<file path="src/rtl/mrd_pkg.sv">
`timescale 1ns / 1ps

package mrd_pkg;

  localparam int MAX_FRAME  = 256;
  localparam int MAX_REGS   = 32;

  localparam int BYTE_W     = 8;
  localparam int WORD_W     = 16;
  localparam int STATUS_W   = 3;
  localparam int COUNT_W    = 6;
  localparam int IDX_W      = 5;
  localparam int CNT_W      = $clog2(MAX_FRAME + 1);
  localparam int AW         = $clog2(MAX_FRAME);
  localparam int HALF_DEPTH = MAX_FRAME / 2;
  localparam int HALF_AW    = $clog2(HALF_DEPTH);
  localparam int BANKS      = 2;
  localparam int BANK_DEPTH = BANKS * HALF_DEPTH;

  localparam int JOBQ_DEPTH = BANKS;
  localparam int JOBQ_PW    = $clog2(JOBQ_DEPTH);
  localparam int JOBQ_CW    = $clog2(JOBQ_DEPTH + 1);

  localparam logic [WORD_W-1:0]  CRC_INIT   = 16'hFFFF;
  localparam logic [WORD_W-1:0]  CRC_POLY   = 16'hA001;
  localparam int                 MIN_LEN    = 5;
  localparam logic [COUNT_W-1:0] COUNT_RST  = 6'd2;

  localparam logic [STATUS_W-1:0] ST_OK    = 3'd0;
  localparam logic [STATUS_W-1:0] ST_SHORT = 3'd1;
  localparam logic [STATUS_W-1:0] ST_CRC   = 3'd2;
  localparam logic [STATUS_W-1:0] ST_COUNT = 3'd3;
  localparam logic [STATUS_W-1:0] ST_OVER  = 3'd4;

  typedef struct packed {
    logic                bank;
    logic [STATUS_W-1:0] status;
    logic [COUNT_W-1:0]  count;
  } job_t;

  typedef struct packed {
    logic              en;
    logic              bank;
    logic [AW-1:0]     addr;
    logic [BYTE_W-1:0] data;
  } wr_t;

  // one byte through the reflected crc-16, lsb first
  function automatic logic [WORD_W-1:0] crc_feed(input logic [WORD_W-1:0] crc,
                                                 input logic [BYTE_W-1:0] b);
    logic [WORD_W-1:0] c;
    c = crc ^ {{(WORD_W - BYTE_W){1'b0}}, b};
    for (int k = 0; k < 8; k++) begin
      c = c[0] ? ((c >> 1) ^ CRC_POLY) : (c >> 1);
    end
    return c;
  endfunction

endpackage

</file>
<file path="src/rtl/mrd_front.sv">
`timescale 1ns / 1ps

module mrd_front (
  input  logic                         clk,
  input  logic                         rst_n,
  input  logic                         in_valid,
  output logic                         in_ready,
  input  logic [mrd_pkg::BYTE_W-1:0]   in_rx_byte,
  input  logic                         in_end_of_frame,
  input  logic [mrd_pkg::COUNT_W-1:0]  expected_count,
  input  logic                         q_full,
  output logic                         push,
  output mrd_pkg::job_t                push_job,
  output mrd_pkg::wr_t                 wr
);

  logic [mrd_pkg::CNT_W-1:0]  cnt_r;
  logic [mrd_pkg::WORD_W-1:0] crc_r;
  logic [mrd_pkg::WORD_W-1:0] held_r;
  logic                       ovf_r;
  logic                       wbank_r;
  logic [mrd_pkg::BYTE_W-1:0] byte2_r;

  logic                       accept;
  logic                       room;
  logic [mrd_pkg::CNT_W-1:0]  n_nxt;
  logic [mrd_pkg::WORD_W-1:0] crc_nxt;
  logic [mrd_pkg::WORD_W-1:0] held_nxt;
  logic [mrd_pkg::WORD_W-1:0] rx_crc;
  logic                       ovf_nxt;
  logic [9:0]                 need_len;
  logic [9:0]                 two_q;
  logic                       count_bad;
  logic [mrd_pkg::STATUS_W-1:0] status;

  assign in_ready = !q_full;
  assign accept   = in_valid && !q_full;

  assign room     = cnt_r < mrd_pkg::CNT_W'(mrd_pkg::MAX_FRAME);
  assign n_nxt    = room ? cnt_r + mrd_pkg::CNT_W'(1) : cnt_r;
  assign ovf_nxt  = ovf_r || !room;
  // the crc trails the input by two bytes so the trailer never enters it
  assign crc_nxt  = (cnt_r >= mrd_pkg::CNT_W'(2)) ?
                    mrd_pkg::crc_feed(crc_r, held_r[15:8]) : crc_r;
  assign held_nxt = {held_r[7:0], in_rx_byte};
  assign rx_crc   = {held_nxt[7:0], held_nxt[15:8]};

  assign two_q     = {3'b000, expected_count, 1'b0};
  assign need_len  = two_q + 10'(mrd_pkg::MIN_LEN);
  assign count_bad = (expected_count == '0)
                  || (expected_count > mrd_pkg::COUNT_W'(mrd_pkg::MAX_REGS))
                  || ({2'b00, byte2_r} != two_q)
                  || ({1'b0, n_nxt} < need_len);

  always_comb begin
    if (ovf_nxt) begin
      status = mrd_pkg::ST_OVER;
    end else if (n_nxt < mrd_pkg::CNT_W'(mrd_pkg::MIN_LEN)) begin
      status = mrd_pkg::ST_SHORT;
    end else if (rx_crc != crc_nxt) begin
      status = mrd_pkg::ST_CRC;
    end else if (count_bad) begin
      status = mrd_pkg::ST_COUNT;
    end else begin
      status = mrd_pkg::ST_OK;
    end
  end

  assign push            = accept && in_end_of_frame;
  assign push_job.bank   = wbank_r;
  assign push_job.status = status;
  assign push_job.count  = expected_count;

  assign wr.en   = accept && room;
  assign wr.bank = wbank_r;
  assign wr.addr = cnt_r[mrd_pkg::AW-1:0];
  assign wr.data = in_rx_byte;

  always_ff @(posedge clk) begin
    if (!rst_n) begin
      cnt_r   <= '0;
      crc_r   <= mrd_pkg::CRC_INIT;
      held_r  <= '0;
      ovf_r   <= 1'b0;
      wbank_r <= 1'b0;
    end else if (accept) begin
      if (in_end_of_frame) begin
        cnt_r   <= '0;
        crc_r   <= mrd_pkg::CRC_INIT;
        held_r  <= '0;
        ovf_r   <= 1'b0;
        wbank_r <= !wbank_r;
      end else begin
        cnt_r  <= n_nxt;
        crc_r  <= crc_nxt;
        held_r <= held_nxt;
        ovf_r  <= ovf_nxt;
      end
    end
  end

  always_ff @(posedge clk) begin
    if (accept && cnt_r == mrd_pkg::CNT_W'(2)) begin
      byte2_r <= in_rx_byte;
    end
  end

endmodule

</file>
<file path="src/rtl/mrd_jobq.sv">
`timescale 1ns / 1ps

module mrd_jobq (
  input  logic          clk,
  input  logic          rst_n,
  input  logic          push,
  input  mrd_pkg::job_t push_job,
  input  logic          pop,
  output logic          full,
  output logic          head_valid,
  output mrd_pkg::job_t head
);

  mrd_pkg::job_t                 slots [mrd_pkg::JOBQ_DEPTH];
  logic [mrd_pkg::JOBQ_PW-1:0]   wptr_r;
  logic [mrd_pkg::JOBQ_PW-1:0]   rptr_r;
  logic [mrd_pkg::JOBQ_CW-1:0]   count_r;
  logic                          do_push;
  logic                          do_pop;

  assign full       = count_r == mrd_pkg::JOBQ_CW'(mrd_pkg::JOBQ_DEPTH);
  assign head_valid = count_r != '0;
  assign head       = slots[rptr_r];
  assign do_push    = push && !full;
  assign do_pop     = pop && head_valid;

  function automatic logic [mrd_pkg::JOBQ_PW-1:0] bump(input logic [mrd_pkg::JOBQ_PW-1:0] p);
    return (p == mrd_pkg::JOBQ_PW'(mrd_pkg::JOBQ_DEPTH - 1)) ? '0 : p + mrd_pkg::JOBQ_PW'(1);
  endfunction

  always_ff @(posedge clk) begin
    if (do_push) begin
      slots[wptr_r] <= push_job;
    end
  end

  always_ff @(posedge clk) begin
    if (!rst_n) begin
      wptr_r  <= '0;
      rptr_r  <= '0;
      count_r <= '0;
    end else begin
      if (do_push) begin
        wptr_r <= bump(wptr_r);
      end
      if (do_pop) begin
        rptr_r <= bump(rptr_r);
      end
      if (do_push && !do_pop) begin
        count_r <= count_r + mrd_pkg::JOBQ_CW'(1);
      end else if (do_pop && !do_push) begin
        count_r <= count_r - mrd_pkg::JOBQ_CW'(1);
      end
    end
  end

endmodule

</file>
<file path="src/rtl/mrd_back.sv">
`timescale 1ns / 1ps

module mrd_back (
  input  logic                          clk,
  input  logic                          rst_n,
  input  mrd_pkg::wr_t                  wr,
  input  logic                          job_valid,
  input  mrd_pkg::job_t                 job,
  output logic                          pop,
  output logic                          out_valid,
  input  logic                          out_ready,
  output logic [mrd_pkg::WORD_W-1:0]    out_register_word,
  output logic [mrd_pkg::IDX_W-1:0]     out_word_index,
  output logic [mrd_pkg::STATUS_W-1:0]  out_status,
  output logic                          out_last
);

  localparam logic [1:0] S_IDLE = 2'd0;
  localparam logic [1:0] S_READ = 2'd1;
  localparam logic [1:0] S_LOAD = 2'd2;
  localparam logic [1:0] S_OUT  = 2'd3;

  localparam int SAW = mrd_pkg::HALF_AW + 1;

  // odd byte addresses hold the high bytes, even ones the low bytes
  logic [mrd_pkg::BYTE_W-1:0] store_odd  [mrd_pkg::BANK_DEPTH];
  logic [mrd_pkg::BYTE_W-1:0] store_even [mrd_pkg::BANK_DEPTH];

  logic [1:0]                    state_r;
  logic [1:0]                    state_nxt;
  logic [mrd_pkg::IDX_W-1:0]     i_r;
  logic [mrd_pkg::BYTE_W-1:0]    hi_r;
  logic [mrd_pkg::BYTE_W-1:0]    lo_r;
  logic                          out_valid_r;
  logic [mrd_pkg::WORD_W-1:0]    out_word_r;
  logic [mrd_pkg::IDX_W-1:0]     out_index_r;
  logic [mrd_pkg::STATUS_W-1:0]  out_status_r;
  logic                          out_last_r;

  logic [SAW-1:0]                wr_addr;
  logic [SAW-1:0]                rd_odd_addr;
  logic [SAW-1:0]                rd_even_addr;
  logic                          is_last;
  logic                          taken;

  assign wr_addr      = {wr.bank, wr.addr[mrd_pkg::AW-1:1]};
  assign rd_odd_addr  = {job.bank, mrd_pkg::HALF_AW'(i_r) + mrd_pkg::HALF_AW'(1)};
  assign rd_even_addr = {job.bank, mrd_pkg::HALF_AW'(i_r) + mrd_pkg::HALF_AW'(2)};
  assign is_last      = (mrd_pkg::COUNT_W'(i_r) + mrd_pkg::COUNT_W'(1)) == job.count;
  assign taken        = out_valid_r && out_ready;
  assign pop          = taken && out_last_r;

  always_ff @(posedge clk) begin
    if (wr.en) begin
      if (wr.addr[0]) begin
        store_odd[wr_addr] <= wr.data;
      end else begin
        store_even[wr_addr] <= wr.data;
      end
    end
  end

  always_ff @(posedge clk) begin
    hi_r <= store_odd[rd_odd_addr];
    lo_r <= store_even[rd_even_addr];
  end

  always_comb begin
    state_nxt = state_r;
    unique case (state_r)
      S_IDLE: begin
        if (job_valid) begin
          state_nxt = (job.status == mrd_pkg::ST_OK) ? S_READ : S_OUT;
        end
      end
      S_READ: state_nxt = S_LOAD;
      S_LOAD: state_nxt = S_OUT;
      S_OUT: begin
        if (taken) begin
          state_nxt = out_last_r ? S_IDLE : S_READ;
        end
      end
      default: state_nxt = S_IDLE;
    endcase
  end

  always_ff @(posedge clk) begin
    if (!rst_n) begin
      state_r     <= S_IDLE;
      out_valid_r <= 1'b0;
      i_r         <= '0;
    end else begin
      state_r <= state_nxt;
      if (state_r == S_IDLE && job_valid) begin
        i_r         <= '0;
        out_valid_r <= job.status != mrd_pkg::ST_OK;
      end else if (state_r == S_LOAD) begin
        out_valid_r <= 1'b1;
      end else if (taken) begin
        out_valid_r <= 1'b0;
        i_r         <= i_r + mrd_pkg::IDX_W'(1);
      end
    end
  end

  always_ff @(posedge clk) begin
    if (state_r == S_IDLE && job_valid) begin
      out_word_r   <= '0;
      out_index_r  <= '0;
      out_status_r <= job.status;
      out_last_r   <= 1'b1;
    end else if (state_r == S_LOAD) begin
      out_word_r   <= {hi_r, lo_r};
      out_index_r  <= i_r;
      out_status_r <= mrd_pkg::ST_OK;
      out_last_r   <= is_last;
    end
  end

  assign out_valid         = out_valid_r;
  assign out_register_word = out_word_r;
  assign out_word_index    = out_index_r;
  assign out_status        = out_status_r;
  assign out_last          = out_last_r;

endmodule

</file>
<file path="src/rtl/modbus_rtu_response_deframer.sv">
`timescale 1ns / 1ps

// channel   | direction | ports                                         | beat
// ----------+-----------+-----------------------------------------------+---------------------
// in        | input     | in_valid/in_ready, in_rx_byte, in_end_of_frame| one received byte
// out       | output    | out_valid/out_ready, out_register_word,       | one register word or
//           |           | out_word_index, out_status, out_last          | one error result
// cfg       | input     | cfg_wr_en, cfg_wr_data                        | expected_count write
//
// a byte beat is taken when in_valid and in_ready are high; in_ready drops only while two
// frames wait in the job queue for the result side (each owns one bank of the frame store)
// a good frame gives one word at a time through the registered store read and the single
// output register, the next only once the last is taken; an error frame gives one beat
// rst_n is synchronous; the frame store has no reset and needs no clearing pass

module modbus_rtu_response_deframer (
  input  logic                          clk,
  input  logic                          rst_n,
  input  logic                          in_valid,
  output logic                          in_ready,
  input  logic [mrd_pkg::BYTE_W-1:0]    in_rx_byte,
  input  logic                          in_end_of_frame,
  output logic                          out_valid,
  input  logic                          out_ready,
  output logic [mrd_pkg::WORD_W-1:0]    out_register_word,
  output logic [mrd_pkg::IDX_W-1:0]     out_word_index,
  output logic [mrd_pkg::STATUS_W-1:0]  out_status,
  output logic                          out_last,
  input  logic                          cfg_wr_en,
  input  logic [mrd_pkg::COUNT_W-1:0]   cfg_wr_data
);

  // expected register count, checked (doubled) against byte 2 at frame end
  logic [mrd_pkg::COUNT_W-1:0] expected_count_r;

  // front to queue
  logic          push;
  mrd_pkg::job_t push_job;
  logic          q_full;
  // queue to back
  logic          head_valid;
  mrd_pkg::job_t head;
  logic          pop;
  // front writes the frame store held by the back
  mrd_pkg::wr_t  wr;

  always_ff @(posedge clk) begin
    if (!rst_n) begin
      expected_count_r <= mrd_pkg::COUNT_RST;
    end else if (cfg_wr_en) begin
      expected_count_r <= cfg_wr_data;
    end
  end

  // byte intake: crc, byte count, overflow and the frame end verdict
  mrd_front u_front (
    .clk             (clk),
    .rst_n           (rst_n),
    .in_valid        (in_valid),
    .in_ready        (in_ready),
    .in_rx_byte      (in_rx_byte),
    .in_end_of_frame (in_end_of_frame),
    .expected_count  (expected_count_r),
    .q_full          (q_full),
    .push            (push),
    .push_job        (push_job),
    .wr              (wr)
  );

  // finished frames waiting for the result side
  mrd_jobq u_jobq (
    .clk        (clk),
    .rst_n      (rst_n),
    .push       (push),
    .push_job   (push_job),
    .pop        (pop),
    .full       (q_full),
    .head_valid (head_valid),
    .head       (head)
  );

  // result side: reads byte pairs from the store and drives the output register
  mrd_back u_back (
    .clk               (clk),
    .rst_n             (rst_n),
    .wr                (wr),
    .job_valid         (head_valid),
    .job               (head),
    .pop               (pop),
    .out_valid         (out_valid),
    .out_ready         (out_ready),
    .out_register_word (out_register_word),
    .out_word_index    (out_word_index),
    .out_status        (out_status),
    .out_last          (out_last)
  );

endmodule
</file>
<file path="config.mk">
export PLATFORM = sky130hd
export DESIGN_NAME = modbus_rtu_response_deframer
export DESIGN_NICKNAME = d
export VERILOG_FILES = /design/src/rtl/mrd_pkg.sv /design/src/rtl/mrd_front.sv /design/src/rtl/mrd_jobq.sv /design/src/rtl/mrd_back.sv /design/src/rtl/modbus_rtu_response_deframer.sv
export SDC_FILE = /design/constraint.sdc
export NUM_CORES = 2
export LEC_CHECK = 0
export BUFFER_PORTS_ARGS = -buffer_cell sky130_fd_sc_hd__buf_4
export CORE_MARGIN = 1.5
export CORE_UTILIZATION = 63
export CTS_CLUSTER_SIZE = 25
export DETAILED_ROUTE_END_ITERATION = 8
export PLACE_DENSITY = 0.79
export RECOVER_POWER = 25
export SYNTH_ARGS = -nofsm -noshare
export SYNTH_HDL_FRONTEND = slang
export SYNTH_MEMORY_MAX_BITS = 65536
export SYNTH_SLANG_ARGS = --single-unit
</file>
<file path="constraint.sdc">
create_clock -name clk -period 3.6 [get_ports clk]
set_input_delay 0.72 -clock clk [delete_from_list [all_inputs] [get_ports clk]]
set_output_delay 0.72 -clock clk [all_outputs]
set_load 0.02 [all_outputs]
</file>
==> impl_metrics.toml <==
[status]
outcome = "finished, violations left"
violations = "design-rule violations, max-capacitance violations, max-slew violations, negative setup slack"

[finish]
fin_area_um2 = 95800
nets = 4355
drive_gt1_share_pct = 29.1
instances_no_fill = 6254
syn2layout_area_growth_pct = 12.7

[synth]
synth_top_area_share_pct = 73.4
ys_seq_elements = 2179
yosysTopAreaCell = "edfxtp_1"
synth_flop_cell = "edfxtp_1"
synth_cell_types = 57
ys_seq_area_share_pct = 75.8
synth.area.top_cells = "edfxtp_1 (73%), mux4_2 (17%), dfxtp_1 (2.4%)"
syn-num-nets = 4047
synth_edf_count = 2079
yosysWarnings = 0
yosysMostFrequentCell = "edfxtp_1"
syn_area_um2 = 85000
synthArstFlopShare_pct = 0
yosys-top-cells-count = "edfxtp_1 (2,079), mux4_2 (640), nor2_1 (308)"
synthCells = 4011
syn_avg_cell_area_um2 = 21.2

[power]
p_leak_uw = 0.0299
p_per_area_nw_per_um2 = 578
ir_worst_vdd_v = 0.000431

[sta]
relSlewSlack_pct = -90.1
clock.fmax_mhz = 277
hold_viol_final = 0
fin_crit_sh_pct = 100
min_period_ps = 3610
rsz0062_at_grt = "no"
worstMarginPinSlew_ps = 2850
fin_hold_ws_ps = 131
fin_ws_ps = -13.8
setup_viol = 5
report.final.slew_viol_count = 1002
finClkSkew_ps = 46.3

[drt]
vias = 43946
vias_per_cell = 7.03
drt_iter0_drc = 7069
drc = 6
wirelength_mm = 214
wl_per_cell_um = 34.2
ant_nets = 0
first_pass_iters = 9

[clock_network]
cts_tree = "built"
clock_sinks = 2179
clkTransAtPathRegs_ps = 60
postCtsSetupBuffers = 0
clk_latency_ps = 860
cts_made_buffers = 202
clockBufferDepth = 3
post_cts_resize_count = 0
cts_hold_buf = 0
ctsHtreeMaxLevel = 4
clockRootBuffer = "clkbuf_16"

[die]
std_cell_rows = 134
initial_core_util_pct = 63.6
dieWidth_um = 370
die_area_um2 = 137000
die_h_um = 370
ios = 47
coreArea_um2 = 134000

[grt]
antenna_found_initial = 8
grt-ovfl-total = 0
grt_pass1_wl_mm = 311
grt_max_degree = 188
grt_pass1_vias = 44301
grtUsageTotal_pct = 31.9

[placement]
placed_cells = 5883
pre_cts_slack_ps = -47.2
portBuffers = 46
post-dp-hpwl_mm = 118
gp_congestion = 0.838
place_area_um2 = 89400

[critical_path]
path_buf_inv = 2
cp-start-kind = "flop"
crit_path_end_kind = "flop"
worstPathCellList = "nand2b_1 -> nand2_1 -> nor4_1 -> nor2b_1 -> buf_4 -> nand2_1 -> nor2_1 -> buf_4"
max_stage_delay_ps = 1010
critical_path_arrival_ps = 4170
crit_type = "flop to flop"
critPathMaxFanout = 13
crit_slowest_cell = "nor4_1"
crit_family = "simple AND/OR/NAND/NOR gates"
cp.required_ps = 4150

[worst_hold_path]
hold_path.class = "input port to flop"

[job]
maxCapViolCount = 13
[layout make-up]
type | instances | area [um^2]
Sequential cell | 2179 | 64400
Fill cell | 6980 | 37800
Multi-Input combinational cell | 1589 | 19700
Clock buffer | 247 | 5340
Timing Repair Buffer | 335 | 2790
Tap cell | 1768 | 2210
Clock inverter | 122 | 1270
Inverter | 12 | 45.0
Antenna cell | 2 | 5.00
[state kept, by name (all words and copies together) (netlist names), 3 cells and up, named ones only]
signal                    flops
expected_count_r              6
u_back.out_status             3
u_jobq.slots                 20
u_back.store_even          1024
u_back.hi_r                   8
u_back.store_odd           1024
u_front.cnt_r                 9
u_front.crc_r                16
u_back.out_word_index         5
u_back.i_r                    5
u_back.lo_r                   8
u_front.byte2_r               8
u_front.held_r               16
u_back.out_register_word     16
[metal layers]
layer	wire (um)	part of all wire (%)	track usage, %	vias up
li1	-	-	-	17070
met1	74800	35	44.0	22814
met2	105000	49	50.8	3439
met3	24100	11	6.47	613
met4	9980	4.7	13.2	10
met5	70	0.033	0	-
[worst paths after layout]
kind | startpoint | endpoint | slack [ps] | cells after the start
worst max-delay path | u_jobq.count_r[0]$_SDFFE_PN0P_ | u_back.store_even[30][2]$_DFFE_PP_ | -10 | 8
worst min-delay path | cfg_wr_data[1] | expected_count_r[1]$_SDFFE_PN1P_ | 130 | 3
worst max register to register | u_jobq.count_r[0]$_SDFFE_PN0P_ | u_back.store_even[30][2]$_DFFE_PP_ | -10 | 8
worst min register to register | u_front.ovf_r$_SDFFE_PN0P_ | u_front.ovf_r$_SDFFE_PN0P_ | 480 | 2
[per-stage QoR]
stage	total power, uW	setup TNS, ps	utilization (%)
finish	55400	-43.1	71.7
global route	56600	0	71.7
CTS	55500	0	71.8
detailed placement	34400	-644	66.9
global placement	34200	0	66.9
floorplan	32300	0	-
[placed cells by master (no fill, tap or decap), drive strengths merged, types with 30 or more instances in the layout]
cell | netlist | layout
nor2b | 38 | 38
buf | 87 | 313
xnor2 | 48 | 48
dfxtp | 100 | 100
o21ai | 30 | 30
clkinv | 0 | 84
nor2 | 308 | 308
edfxtp | 2079 | 2079
nand3 | 79 | 79
nand2 | 215 | 215
mux2i | 48 | 48
mux4 | 640 | 640
clkbuf | 144 | 269
[worst reg2reg max path: stages, from the launching register on]
cell      delay (ps)
dfxtp_1          430
nand2b_1         180
nand2_1          230
nor4_1          1010
nor2b_1          240
buf_4            160
nand2_1          370
nor2_1           500
buf_4            230
[cells by family (layout without fill, tap and decap cells)]
kind of cell	count (synthesis)	in the layout	share of synthesized area [%]
simple gates	711	711	3.62
buf+inv	243	716	1.20
other cells	0	2	0
mux	689	689	17.5
flops	2179	2179	75.8
compound gates	98	98	0.727
fa+ha+maj	16	16	0.236
xor+xnor	75	75	0.873
[where the power goes]
group	leakage, uW	internal, uW	switching [uW]	total, uW
Clock	0.00323	11900	9500	21400
Combinational	0.00716	2640	3130	5770
Sequential	0.0195	28000	235	28200
Total	0.0299	42500	12900	55400
Note: power is estimated with default switching activity, not from simulation.
